[config.mk]
export PLATFORM = sky130hd
export DESIGN_NAME = vcf_line_parser
export DESIGN_NICKNAME = d
export VERILOG_FILES = /design/src/rtl/core/vcf_variant_type_classifier_macros.svh /design/src/rtl/core/vcf_pkg.sv /design/src/rtl/core/vcf_line_parser.sv
export SDC_FILE = /design/constraint.sdc
export NUM_CORES = 1
export LEC_CHECK = 0
export ABC_AREA = 1
export BUFFER_PORTS_ARGS = -buffer_cell sky130_fd_sc_hd__buf_4
export CELL_PAD_IN_SITES_DETAIL_PLACEMENT = 1
export CELL_PAD_IN_SITES_GLOBAL_PLACEMENT = 1
export CORE_ASPECT_RATIO = 0.6
export CORE_MARGIN = 3
export CORE_UTILIZATION = 42
export CTS_BUF_LIST = sky130_fd_sc_hd__clkbuf_4 sky130_fd_sc_hd__clkbuf_8
export CTS_CLUSTER_DIAMETER = 200
export DETAILED_ROUTE_END_ITERATION = 16
export PLACE_DENSITY_LB_ADDON = 0.1
export SETUP_SLACK_MARGIN = 0.4
export SYNTH_ARGS = -nofsm -noshare
export SYNTH_HDL_FRONTEND = slang
export SYNTH_SLANG_ARGS = --single-unit
[constraint.sdc]
create_clock -name clk_i -period 3.1 [get_ports clk_i]
set_clock_uncertainty 0.05 [all_clocks]
set_input_delay 0.465 -clock clk_i [delete_from_list [all_inputs] [get_ports clk_i]]
set_output_delay 0.465 -clock clk_i [all_outputs]
set_load 0.01 [all_outputs]
[src/rtl/core/vcf_variant_type_classifier_macros.svh]
// assertion macros for the variant type classifier
// expects clk_i and rst_ni in the scope of the including module
`ifndef VCF_VARIANT_TYPE_CLASSIFIER_MACROS_SVH
`define VCF_VARIANT_TYPE_CLASSIFIER_MACROS_SVH

// same-cycle implication, off during reset
`define VCF_ASSERT_NOW(label, ante, cons) \
  label: assert property (@(posedge clk_i) disable iff (!rst_ni) (ante) |-> (cons)) \
    else $error("vcf assertion failed");

// next-cycle implication, off during reset
`define VCF_ASSERT_NEXT(label, ante, cons) \
  label: assert property (@(posedge clk_i) disable iff (!rst_ni) (ante) |=> (cons)) \
    else $error("vcf assertion failed");

`endif

[src/rtl/core/vcf_pkg.sv]
// shared types and constants of the variant type classifier
// no dependencies
`default_nettype none

package vcf_pkg;

  // byte codes of the text stream
  localparam logic [7:0] BYTE_NEWLINE = 8'd10;
  localparam logic [7:0] BYTE_TAB     = 8'd9;
  localparam logic [7:0] BYTE_COMMA   = 8'd44;
  localparam logic [7:0] BYTE_HASH    = 8'd35;

  // field numbering
  localparam logic [2:0] REF_FIELD  = 3'd3;
  localparam logic [2:0] ALT_FIELD  = 3'd4;
  localparam logic [2:0] FIELD_MAX  = 3'd7;
  localparam logic [2:0] MIN_FIELDS = 3'd5;

  // threshold register
  localparam int unsigned THRESH_W        = 16;
  localparam logic [15:0] THRESHOLD_RESET = 16'd50;

  // reported total width
  localparam int unsigned TOTAL_W = 32;

  typedef enum logic [2:0] {
    KIND_HEADER = 3'd0,
    KIND_SNP    = 3'd1,
    KIND_INDEL  = 3'd2,
    KIND_SV     = 3'd3,
    KIND_SHORT  = 3'd4
  } line_kind_e;

  // verdict handed from the parser to the tally
  typedef struct packed {
    logic       fire;
    line_kind_e kind;
  } vcf_verdict_t;

endpackage

`default_nettype wire

[src/rtl/core/vcf_line_parser.sv]
// per-line field parser: tracks field number and allele lengths, classifies on newline
// depends on vcf_pkg
`default_nettype none

module vcf_line_parser
  import vcf_pkg::*;
#(
  parameter int unsigned LENGTH_BITS = 16
) (
  input  wire logic                clk_i,
  input  wire logic                rst_ni,
  input  wire logic                consume_i,
  input  wire logic [7:0]          byte_i,
  input  wire logic [THRESH_W-1:0] threshold_i,
  output vcf_verdict_t             verdict_o
);

  localparam int unsigned CmpW = (LENGTH_BITS > THRESH_W) ? LENGTH_BITS : THRESH_W;
  localparam logic [LENGTH_BITS-1:0] LenOne = LENGTH_BITS'(1);

  logic [2:0]             field_number_q, field_number_d;
  logic                   field_nonempty_q, field_nonempty_d;
  logic                   line_nonempty_q, line_nonempty_d;
  logic                   header_line_q, header_line_d;
  logic [LENGTH_BITS-1:0] ref_len_q, ref_len_d;
  logic [LENGTH_BITS-1:0] allele_len_q, allele_len_d;
  logic [LENGTH_BITS-1:0] longest_q, longest_d;

  logic                   is_nl, is_tab, is_comma, header_eff;
  logic [2:0]             field_end;
  logic [LENGTH_BITS-1:0] longest_end;
  logic [CmpW-1:0]        ref_x, longest_x, thresh_x;
  line_kind_e             line_kind;

  assign is_nl      = (byte_i == BYTE_NEWLINE);
  assign is_tab     = (byte_i == BYTE_TAB);
  assign is_comma   = (byte_i == BYTE_COMMA);
  assign header_eff = header_line_q | (!line_nonempty_q && (byte_i == BYTE_HASH));

  // close the open field as the newline would, then classify
  always_comb begin
    field_end   = field_number_q;
    longest_end = longest_q;
    if (field_nonempty_q) begin
      if (field_number_q == ALT_FIELD && allele_len_q > longest_q) begin
        longest_end = allele_len_q;
      end
      if (field_number_q < FIELD_MAX) begin
        field_end = field_number_q + 3'd1;
      end
    end
    ref_x     = CmpW'(ref_len_q);
    longest_x = CmpW'(longest_end);
    thresh_x  = CmpW'(threshold_i);
    if (!line_nonempty_q || header_line_q) begin
      line_kind = KIND_HEADER;
    end else if (field_end < MIN_FIELDS) begin
      line_kind = KIND_SHORT;
    end else if (ref_len_q == LenOne && longest_end <= LenOne) begin
      line_kind = KIND_SNP;
    end else if (ref_x > thresh_x || longest_x > thresh_x) begin
      line_kind = KIND_SV;
    end else begin
      line_kind = KIND_INDEL;
    end
  end

  // next line state for the byte taken this cycle
  always_comb begin
    field_number_d   = field_number_q;
    field_nonempty_d = field_nonempty_q;
    line_nonempty_d  = line_nonempty_q;
    header_line_d    = header_line_q;
    ref_len_d        = ref_len_q;
    allele_len_d     = allele_len_q;
    longest_d        = longest_q;
    verdict_o        = '{fire: 1'b0, kind: KIND_HEADER};
    if (consume_i) begin
      if (!is_nl) begin
        line_nonempty_d = 1'b1;
        header_line_d   = header_eff;
        if (!header_eff) begin
          if (is_tab) begin
            if (field_nonempty_q) begin
              if (field_number_q == ALT_FIELD && allele_len_q > longest_q) begin
                longest_d = allele_len_q;
              end
              if (field_number_q < FIELD_MAX) begin
                field_number_d = field_number_q + 3'd1;
              end
            end
            field_nonempty_d = 1'b0;
            allele_len_d     = '0;
          end else begin
            field_nonempty_d = 1'b1;
            if (field_number_q == REF_FIELD) begin
              if (ref_len_q != '1) begin
                ref_len_d = ref_len_q + LenOne;
              end
            end else if (field_number_q == ALT_FIELD) begin
              if (is_comma) begin
                if (allele_len_q > longest_q) begin
                  longest_d = allele_len_q;
                end
                allele_len_d = '0;
              end else if (allele_len_q != '1) begin
                allele_len_d = allele_len_q + LenOne;
              end
            end
          end
        end
      end else begin
        verdict_o        = '{fire: 1'b1, kind: line_kind};
        field_number_d   = '0;
        field_nonempty_d = 1'b0;
        line_nonempty_d  = 1'b0;
        header_line_d    = 1'b0;
        ref_len_d        = '0;
        allele_len_d     = '0;
        longest_d        = '0;
      end
    end
  end

  // line state registers
  always_ff @(posedge clk_i or negedge rst_ni) begin
    if (!rst_ni) begin
      field_number_q   <= '0;
      field_nonempty_q <= 1'b0;
      line_nonempty_q  <= 1'b0;
      header_line_q    <= 1'b0;
      ref_len_q        <= '0;
      allele_len_q     <= '0;
      longest_q        <= '0;
    end else begin
      field_number_q   <= field_number_d;
      field_nonempty_q <= field_nonempty_d;
      line_nonempty_q  <= line_nonempty_d;
      header_line_q    <= header_line_d;
      ref_len_q        <= ref_len_d;
      allele_len_q     <= allele_len_d;
      longest_q        <= longest_d;
    end
  end

endmodule

`default_nettype wire

==> results.yml <==
status:
  status: "finished, violations left"
  violations: "setup timing"
clock_tree:
  ctsHtreeMaxLevel: 2
  root_buffer: "clkbuf_8"
  clock_latency_ns: 0.33
  cts_buffers: 5
  cts.sinks: 54
  cts_tree: "yes"
  clkSlewWorstSetupHoldPaths_ns: 0.12
  cts.path.max_buffers: 2
worst_setup_path:
  cp-startpoint: "allele_len_q[13]"
  crit_fanout: 7
  ff2ff_setup_slack_ns: 0.53
  end_kind: "primary output"
  startpoint_type: "flop"
  r2r-start: "allele_len_q[13]"
  r2r_cells: 13
  worstPathArrival_ns: 3.60
  worstPathRequired_ns: 2.58
  crit_path_end: "verdict_o[0]"
  worstSetupPathType: "flop to primary output"
  worstReg2RegEnd: "longest_q[11]"
synth:
  ys_types: 40
  syn_nets: 700
  synthCells: 620
  synth.avg_cell_area_um2: 7.207
  synth_area_um2: 4468
  ys_ff_latch: 54
  yosysSeqAreaShare_pct: 30.24
  ys_warn_count: 0
final_layout:
  antenna_cells: 0
  finalNetCount: 809
  fillers: 1265
  fin_cells: 865
  final_util_pct: 58.57
  syn_to_final_growth_pct: 32.26
  design_area_um2: 5909
  drive_gt1_share_pct: 26.58
drt:
  dr_total_vias: 4877
  viasPerCell: 5.638
  wire_per_inst_um: 19.59
  routed_wl_um: 16940
  drt_iter0_drc: 287
  route.antenna.remaining_nets: 0
  drt_pre_antenna_iters: 5
  drcViolationCount: 0
timing:
  rsz0062_at_grt: "yes"
  finalHoldViolations: 0
  setup_tns_ns: -1.720
  layout_min_cycle_time_ns: 4.114
  worstMarginPinSlew_ns: 0.7770
  fmax_mhz: 243.1
  setup_ws_ns: -1.014
  setup_viol: 2
  relSlewSlack_pct: 48.20
  drv_slew: 0
  timing.final.crit_share_pct: 132.7
placement:
  portBuffers: 30
  post-place-ws_ns: -0.5958
  dpl-instance-area_um2: 5408
  place_congestion: 0.8387
  hpwl_um: 12280
  placed_cells: 845
global_route:
  grt_pass1_wl_um: 24710
  grt_pass1_vias: 4942
  grt_max_degree: 55
  antenna_found_initial: 0
  grt_overflow: 0
  grtUsageTotal_pct: 26.04
die:
  fp.dieW_um: 139.2
  design.core.area_um2: 10090
  die-area_um2: 11950
  num_io_pins: 31
  row_count: 28
  die_h_um: 85.90
  initial_core_util_pct: 44.28
pwr:
  power_leakage_nw: 2.884
  ir_drop_mv: 0.1855
  power_density_nw_per_um2: 233.4
job:
  cap_violations: 0
hold_path:
  hold_class: "primary input to async pin"
registers in the layout (all words and copies together) (netlist names):
register,count
header_line_q,1
ref_len_q,16
field_number_q,3
line_nonempty_q,1
field_nonempty_q,1
allele_len_q,16
longest_q,16
kinds of logic after synthesis:
group / share of synthesized area (%)
AND/OR/NAND/NOR: 25.88
adder cells (fa/ha/maj): 14.84
buffers and inverters: 10.53
flip-flops: 30.24
AO/OA/AOI/OAI: 17.14
XOR/XNOR: 1.372
worst max-delay path: stages (launching register included):
cell     delay (ns)
dfrtp_1        0.44
ha_4           0.28
nand4_1        0.23
nor2_4         0.24
nand2_2        0.09
nand2_4        0.08
nand3_4        0.21
inv_6          0.16
nand2_1        0.08
o21ai_2        0.08
inv_1          0.11
ha_4           0.29
inv_1          0.04
nor2_1         0.16
nor2_1         0.09
nand2_1        0.09
nand2_1        0.07
nand2_1        0.07
nand2_1        0.06
nand2_1        0.06
nand2_1        0.06
a21oi_2        0.13
buf_4          0.14
synth_stat cells, drive strengths merged:
| cell | instances | area [um^2] |
|---|---|---|
| nand2 | 124 | 483.0 |
| inv | 108 | 405.4 |
| a21oi | 57 | 285.3 |
| dfrtp | 54 | 1351 |
| nor2 | 54 | 225.2 |
| ha | 53 | 663.1 |
| nand3 | 34 | 180.2 |
| o21ai | 28 | 140.1 |
| nor3 | 22 | 115.1 |
| a22oi | 15 | 112.6 |
| nand4 | 13 | 81.33 |
| nor4 | 9 | 71.32 |
| buf | 8 | 42.54 |
| xor2 | 7 | 61.31 |
| o22ai | 5 | 31.28 |
| o31ai | 5 | 37.54 |
| clkbuf | 4 | 15.01 |
| a211oi | 3 | 22.52 |
| o41ai | 3 | 33.79 |
| a31oi | 2 | 12.51 |
| a41oi | 2 | 25.03 |
| clkinv | 2 | 7.510 |
| o211ai | 2 | 15.01 |
| o21a | 2 | 15.01 |
| a21o | 1 | 7.510 |
| a32oi | 1 | 8.760 |
| o21bai | 1 | 7.510 |
| o221a | 1 | 11.26 |
timing repair:
action | CTS | global route
gates resized for setup | 16 | 39
hold buffers | 0 | 0
setup endpoints to repair | 8 | 23
pin swaps | 6 | 18
buffers inserted | 3 | 5
cloned | 1 | 3
worst min-delay path by stage:
stage	start	endpoint	slack, ns	cells after the start
3_3_place_gp	header_line_q	header_line_q	0.50	2
6_report	rst_ni	allele_len_q[12]	0.13	1
3_5_place_dp	header_line_q	header_line_q	0.51	2
2_1_floorplan	rst_ni	allele_len_q[0]	0.12	0
4_1_cts	rst_ni	allele_len_q[12]	0.17	1
5_1_grt	rst_ni	allele_len_q[11]	0.17	1
routing by layer:
metal	global-route usage (%)	up-vias	share of wire (%)
li1	-	2302	-
met1	37.07	2408	47
met2	42.62	135	47
met3	3.733	32	5.1
met4	5.506	0	1.3
met5	0	-	0
final cells by class:
type	count	area [um^2]	area share [%]
repair inverters	1	8.758	0.1482
multi-input cells	444	2954	49.99
inverters	110	420.4	7.114
clock inverters	3	25.02	0.4235
repair buffers	113	912.1	15.44
well taps	135	168.9	2.858
clock buffers	5	68.82	1.165
flip-flops and latches	54	1351	22.87
cells in the final DEF (no fill, tap or decap), types with 18 or more instances in the layout:
cell type / n
a21oi_1: 54
nor3_1: 18
inv_1: 96
buf_4: 108
dfrtp_1: 54
nor2_1: 41
ha_1: 42
nand3_1: 30
nand2_1: 115
report_power, final:
group	total, W	leakage [nW]	switching, W	internal (W)
registers	0.000726	0.580	0.0000116	0.000715
clock network	0.000456	0.0447	0.000292	0.000165
logic	0.000197	2.26	0.000118	0.0000791
through the flow:
stage	hold WS [ns]	total power (W)
detailed placement	0.5071	0.0009177
global route	0.1686	0.001433
finish	0.1329	0.001379
floorplan	0.1194	0.0008308
global placement	0.5026	0.0009067
CTS	0.1732	0.001364
Power figures use the tool's default switching activity.
